[src/sv/count_min_sketch_engine_macros.svh]
// Assertion macros used by the count-min sketch engine back end.
`ifndef COUNT_MIN_SKETCH_ENGINE_MACROS_SVH
`define COUNT_MIN_SKETCH_ENGINE_MACROS_SVH

// Check a consequence in the same cycle as its antecedent.
`define CMS_ASSERT_NOW(label, clk, rst, ante, cons, msg) \
   label: assert property (@(posedge clk) disable iff (rst) (ante) |-> (cons)) \
      else $error(msg);

// Check a consequence in the cycle after its antecedent.
`define CMS_ASSERT_NEXT(label, clk, rst, ante, cons, msg) \
   label: assert property (@(posedge clk) disable iff (rst) (ante) |=> (cons)) \
      else $error(msg);

`endif

[src/sv/cms_pkg.sv]
// Shared types and constants of the count-min sketch engine.
package cms_pkg;

   // Field widths of one request word
   localparam int OPCODE_W = 2;
   localparam int KEY_W    = 32;

   // Opcodes
   localparam logic [OPCODE_W-1:0] OP_INSERT = 2'd0;
   localparam logic [OPCODE_W-1:0] OP_DELETE = 2'd1;
   localparam logic [OPCODE_W-1:0] OP_QUERY  = 2'd2;
   localparam logic [OPCODE_W-1:0] OP_UNUSED = 2'd3;

   // FNV-1a hash constants
   localparam logic [31:0] FNV_BASIS = 32'd2166136261;
   localparam logic [31:0] FNV_PRIME = 32'd16777619;
   localparam logic [7:0]  BYTE_MASK = 8'hff;

   // Seed register file
   localparam int SEED_COUNT  = 4;
   localparam int CSR_INDEX_W = 3;

   // Command queue between front and back
   localparam int QUEUE_DEPTH = 2;
   localparam int QUEUE_PTR_W = $clog2(QUEUE_DEPTH);
   localparam int QUEUE_CNT_W = $clog2(QUEUE_DEPTH + 1);

   // One queued command
   typedef struct packed {
      logic [OPCODE_W-1:0] opcode;
      logic [KEY_W-1:0]    key_value;
   } cms_item_type;

endpackage

[src/sv/cms_queue.sv]
// Short command queue that decouples the front end from the back end.
module cms_queue (
   input  logic                  clock,
   input  logic                  reset,
   input  logic                  push_valid,
   output logic                  push_ready,
   input  cms_pkg::cms_item_type push_item,
   output logic                  pop_valid,
   input  logic                  pop_ready,
   output cms_pkg::cms_item_type pop_item
);

   cms_pkg::cms_item_type                slot_ff [cms_pkg::QUEUE_DEPTH];
   logic [cms_pkg::QUEUE_PTR_W-1:0]      wr_ptr_ff, wr_ptr_in;
   logic [cms_pkg::QUEUE_PTR_W-1:0]      rd_ptr_ff, rd_ptr_in;
   logic [cms_pkg::QUEUE_CNT_W-1:0]      count_ff, count_in;
   logic                                 do_push, do_pop;

   assign push_ready = (count_ff != cms_pkg::QUEUE_CNT_W'(cms_pkg::QUEUE_DEPTH));
   assign pop_valid  = (count_ff != '0);
   assign pop_item   = slot_ff[rd_ptr_ff];

   assign do_push = push_valid && push_ready;
   assign do_pop  = pop_valid && pop_ready;

   // Advance pointers and occupancy
   always_comb begin
      wr_ptr_in = do_push ? wr_ptr_ff + 1'b1 : wr_ptr_ff;
      rd_ptr_in = do_pop ? rd_ptr_ff + 1'b1 : rd_ptr_ff;
      count_in  = count_ff;
      if (do_push && !do_pop) begin
         count_in = count_ff + 1'b1;
      end else if (do_pop && !do_push) begin
         count_in = count_ff - 1'b1;
      end
   end

   always_ff @(posedge clock) begin
      if (reset) begin
         wr_ptr_ff <= '0;
         rd_ptr_ff <= '0;
         count_ff  <= '0;
      end else begin
         wr_ptr_ff <= wr_ptr_in;
         rd_ptr_ff <= rd_ptr_in;
         count_ff  <= count_in;
      end
   end

   // Store the incoming command
   always_ff @(posedge clock) begin
      if (do_push) begin
         slot_ff[wr_ptr_ff] <= push_item;
      end
   end

endmodule

[config.mk]
export PLATFORM = sky130hd
export DESIGN_NAME = cms_queue
export DESIGN_NICKNAME = d
export VERILOG_FILES = /design/src/sv/count_min_sketch_engine_macros.svh /design/src/sv/cms_pkg.sv /design/src/sv/cms_queue.sv
export SDC_FILE = /design/constraint.sdc
export NUM_CORES = 1
export LEC_CHECK = 0
export BUFFER_PORTS_ARGS = -buffer_cell sky130_fd_sc_hd__buf_4
export CAP_MARGIN = 10
export CORE_ASPECT_RATIO = 2
export CORE_MARGIN = 2
export CORE_UTILIZATION = 25
export CTS_CLUSTER_DIAMETER = 200
export DETAILED_ROUTE_END_ITERATION = 12
export MAX_ROUTING_LAYER = met4
export PLACE_DENSITY = 0.57
export SLEW_MARGIN = 30
export SYNTH_ARGS = -nofsm -noshare
export SYNTH_HDL_FRONTEND = slang
export SYNTH_SLANG_ARGS = --single-unit
[constraint.sdc]
create_clock -name clock -period 2 [get_ports clock]
set_input_delay 0 -clock clock [delete_from_list [all_inputs] [get_ports clock]]
set_output_delay 0 -clock clock [all_outputs]
set_load 0.02 [all_outputs]
==> insert_results.sql <==
INSERT INTO impl_metrics (metric_group, metric, value, unit) VALUES
('synthesis', 'synth.yosys.warnings', '0', ''),
('synthesis', 'ys_seq_area_share', '80.1', '%'),
('setup_path', 'worst-r2r-cell-count', '5', ''),
('setup_path', 'endpoint', 'count_ff[1]', ''),
('sta', 'maxSlewViolCount', '0', ''),
('drt', 'viasPerCell', '3.96', ''),
('setup_path', 'crit_cells', '5', ''),
('setup_path', 'crit_path_cell_chain', 'nand2b_1 > and2_1 > ha_1 > or3_1 > a21oi_1', ''),
('sta', 'period_minus_slack', '1.63', 'ns'),
('cells_and_area', 'final_net_count', '291', ''),
('cts', 'cts_tree', 'done', ''),
('sta', 'finalCritPeriodShare', '81.5', '%'),
('synthesis', 'post_synth_mux_area_share', '14.3', '%'),
('floorplan', 'die_x', '77.1', 'µm'),
('setup_path', 'timing.rr.end', 'count_ff[1]', ''),
('sta', 'worst_pin_slew', '0.310', 'ns'),
('setup_path', 'reg2reg_setup_slack', '0.37', 'ns'),
('sta', 'worst_clock_skew', '0.00346', 'ns'),
('drt', 'via_count', '1561', ''),
('drt', 'drc_errors', '0', ''),
('place', 'numPortBuffers', '73', ''),
('cells_and_area', 'storage_cell_area', '0.00214', 'mm²'),
('pwr', 'power.total', '4.92', 'mW'),
('sta', 'setup-tns-final', '0', 'ns'),
('synthesis', 'synth_adder_area_share', '0.468', '%'),
('drt', 'totalWireLength', '5250', 'µm'),
('min_path', 'holdCritPathClass', 'primary input to flop', ''),
('grt', 'grt_start_max_net_pins', '18', ''),
('setup_path', 'critical_path_required', '2.25', 'ns'),
('floorplan', 'die-height', '150', 'µm'),
('run_status', 'outcome', 'complete, no violations', ''),
('synthesis', 'synth_compound_area_share', '1.12', '%'),
('synthesis', 'synthesis.area_per_instance', '20.6', 'µm²'),
('grt', 'grt_pass1_vias', '1678', ''),
('setup_path', 'path_buf_inv', '0', ''),
('drt', 'wl_met3', '174', 'µm'),
('setup_path', 'critical_path.max_stage_delay', '0.36', 'ns'),
('floorplan', 'floorplan.initialDensity', '25.5', '%'),
('floorplan', 'floorplan_core_area', '0.0105', 'mm²'),
('sta', 'grt_setup_unrepaired', 'false', ''),
('place', 'gp_routability_congestion', '0.657', ''),
('synthesis', 'synth_enable_flop_cells', '68', ''),
('cts', 'clock_insertion_delay_worst_skew', '0.32', 'ns'),
('drt', 'routedWlPerCell', '13.3', 'µm'),
('cts', 'post-cts-setup-buffer-count', '0', ''),
('drt', 'detailedRoute.firstPassIterationCount', '4', ''),
('setup_path', 'r2r_start', 'count_ff[0]', ''),
('drt', 'postRouteAntennaNets', '0', ''),
('sta', 'worst_setup_slack_final', '0.369', 'ns'),
('sta', 'slew_headroom', '79.1', '%'),
('synthesis', 'netlist_top_cells_area', 'edfxtp_1 (76%), mux2_2 (14%), dfxtp_1 (3.7%), xor2_1 (0.98%), buf_4 (0.56%)', ''),
('synthesis', 'main_combinational_cell_family_by_area_after_synthesis', 'multiplexers', ''),
('synthesis', 'syn-num-nets', '169', ''),
('pwr', 'power.density_cell_area', '1210', 'mW/mm²'),
('cts', 'tritoncts.num_buffers', '9', ''),
('min_path', 'hold_start', 'pop_ready', ''),
('cells_and_area', 'final.fill_count', '1038', ''),
('setup_path', 'cp-end-kind', 'flop', ''),
('floorplan', 'std_cell_rows', '53', ''),
('synthesis', 'synth_cell_area', '0.00267', 'mm²'),
('cells_and_area', 'multi_input_combinational_cell_area', '503', 'µm²'),
('synthesis', 'synth.ff_latch_count', '73', ''),
('sta', 'maxClockFrequency', '0.613', 'GHz'),
('synthesis', 'async_reset_ff_share', '0', '%'),
('setup_path', 'crit_type', 'flop to flop', ''),
('synthesis', 'yosys.area.top_type', 'edfxtp_1', ''),
('synthesis', 'syn-instance-count', '130', ''),
('cts', 'clock_tree.buffer_depth', '2', ''),
('grt', 'grt_pass1_wl', '8200', 'µm'),
('synthesis', 'synthFlopType', 'edfxtp_1', ''),
('cts', 'clkSinkCount', '73', '');
## power by group
| group | switching, mW | total [mW] | internal (mW) |
|---|---|---|---|
| Combinational | 0.766 | 1.47 | 0.701 |
| Sequential | 0.0565 | 1.97 | 1.92 |
| Clock | 0.531 | 1.48 | 0.949 |
## worst reg2reg max path, cell delays in order, from the launching register on
cell and delay (ns):
dfxtp_1 0.34, nand2b_1 0.21, and2_1 0.19, ha_1 0.33
or3_1 0.36, a21oi_1 0.14
## stage by stage
stage | hold slack, ns | area, µm² | cells
floorplan | 0.0691 | 2670 | 130
global placement | 0.186 | 3410 | 342
detailed placement | 0.188 | 3410 | 342
CTS | 0.119 | 4050 | 394
global route | 0.161 | 4050 | 394
finish | 0.117 | 4050 | 394
## synth_stat cells (2+ instances only)
cell type	instances
o21ai_0	2
dfxtp_1	5
mux2_2	34
edfxtp_1	68
xor2_1	3
buf_2	2
buf_4	2
nor2_1	3
a21oi_1	2
## worst min path at each step
stage,cells past startpoint,slack (ns),to
after floorplan,1,0.07,count_ff[1]
after global placement,1,0.19,slot_ff[1][1]
after detailed placement,1,0.19,slot_ff[0][8]
after CTS,4,0.12,rd_ptr_ff
after global routing,4,0.16,rd_ptr_ff
final,4,0.12,rd_ptr_ff
## layout make-up
class	instances	area share, %
flip-flops and latches	73	52.9
repair buffers	115	23.5
multi-input cells	52	12.4
clock buffers	11	5.74
well taps	137	4.23
clock inverters	5	1.14
inverters	1	0.0926
## cells in the final DEF, fill, tap and decap left out
master	synthesis	final
xor2_1	3	3
edfxtp_1	68	68
o21ai_0	2	2
nor2_1	3	3
and3_2	0	1
or3_1	1	1
ha_1	1	1
inv_1	1	1
clkbuf_16	0	9
or2_2	1	1
clkinv_1	0	3
nand2b_1	1	1
nand3b_1	1	1
buf_4	2	79
dfxtp_1	5	4
mux2_2	34	34
dlygate4sd3_1	0	36
bufinv_16	0	1
dfxtp_2	0	1
and2_1	1	1
a21bo_2	1	1
clkbuf_1	0	2
a21oi_1	2	2
clkinv_2	0	1
## registers in the layout, indices dropped and copies added, names as in the netlist, named ones only
name and count:
slot_ff 68, count_ff 2, rd_ptr_ff 1, wr_ptr_ff 1
## what timing repair did
action,CTS,global route
hold buffers,36,0
gates resized for setup,0,0
endpoints found under the hold margin,73,0
## routing by layer
layer,vias to the layer above,GRT usage (%)
li1,747,-
met1,759,9.04
met2,42,18.0
met3,13,1.74
met4,0,8.13
met5,-,-
## kinds of logic (layout without fill, tap and decap cells)
kind of cell	after synthesis	in the layout
buffers and inverters	5	132
AO/OA/AOI/OAI	5	5
AND/OR/NAND/NOR	9	9
flip-flops	73	73
multiplexers	34	34
adder cells (fa/ha/maj)	1	1
XOR/XNOR	3	3
Note: power is estimated with default switching activity, not from simulation.
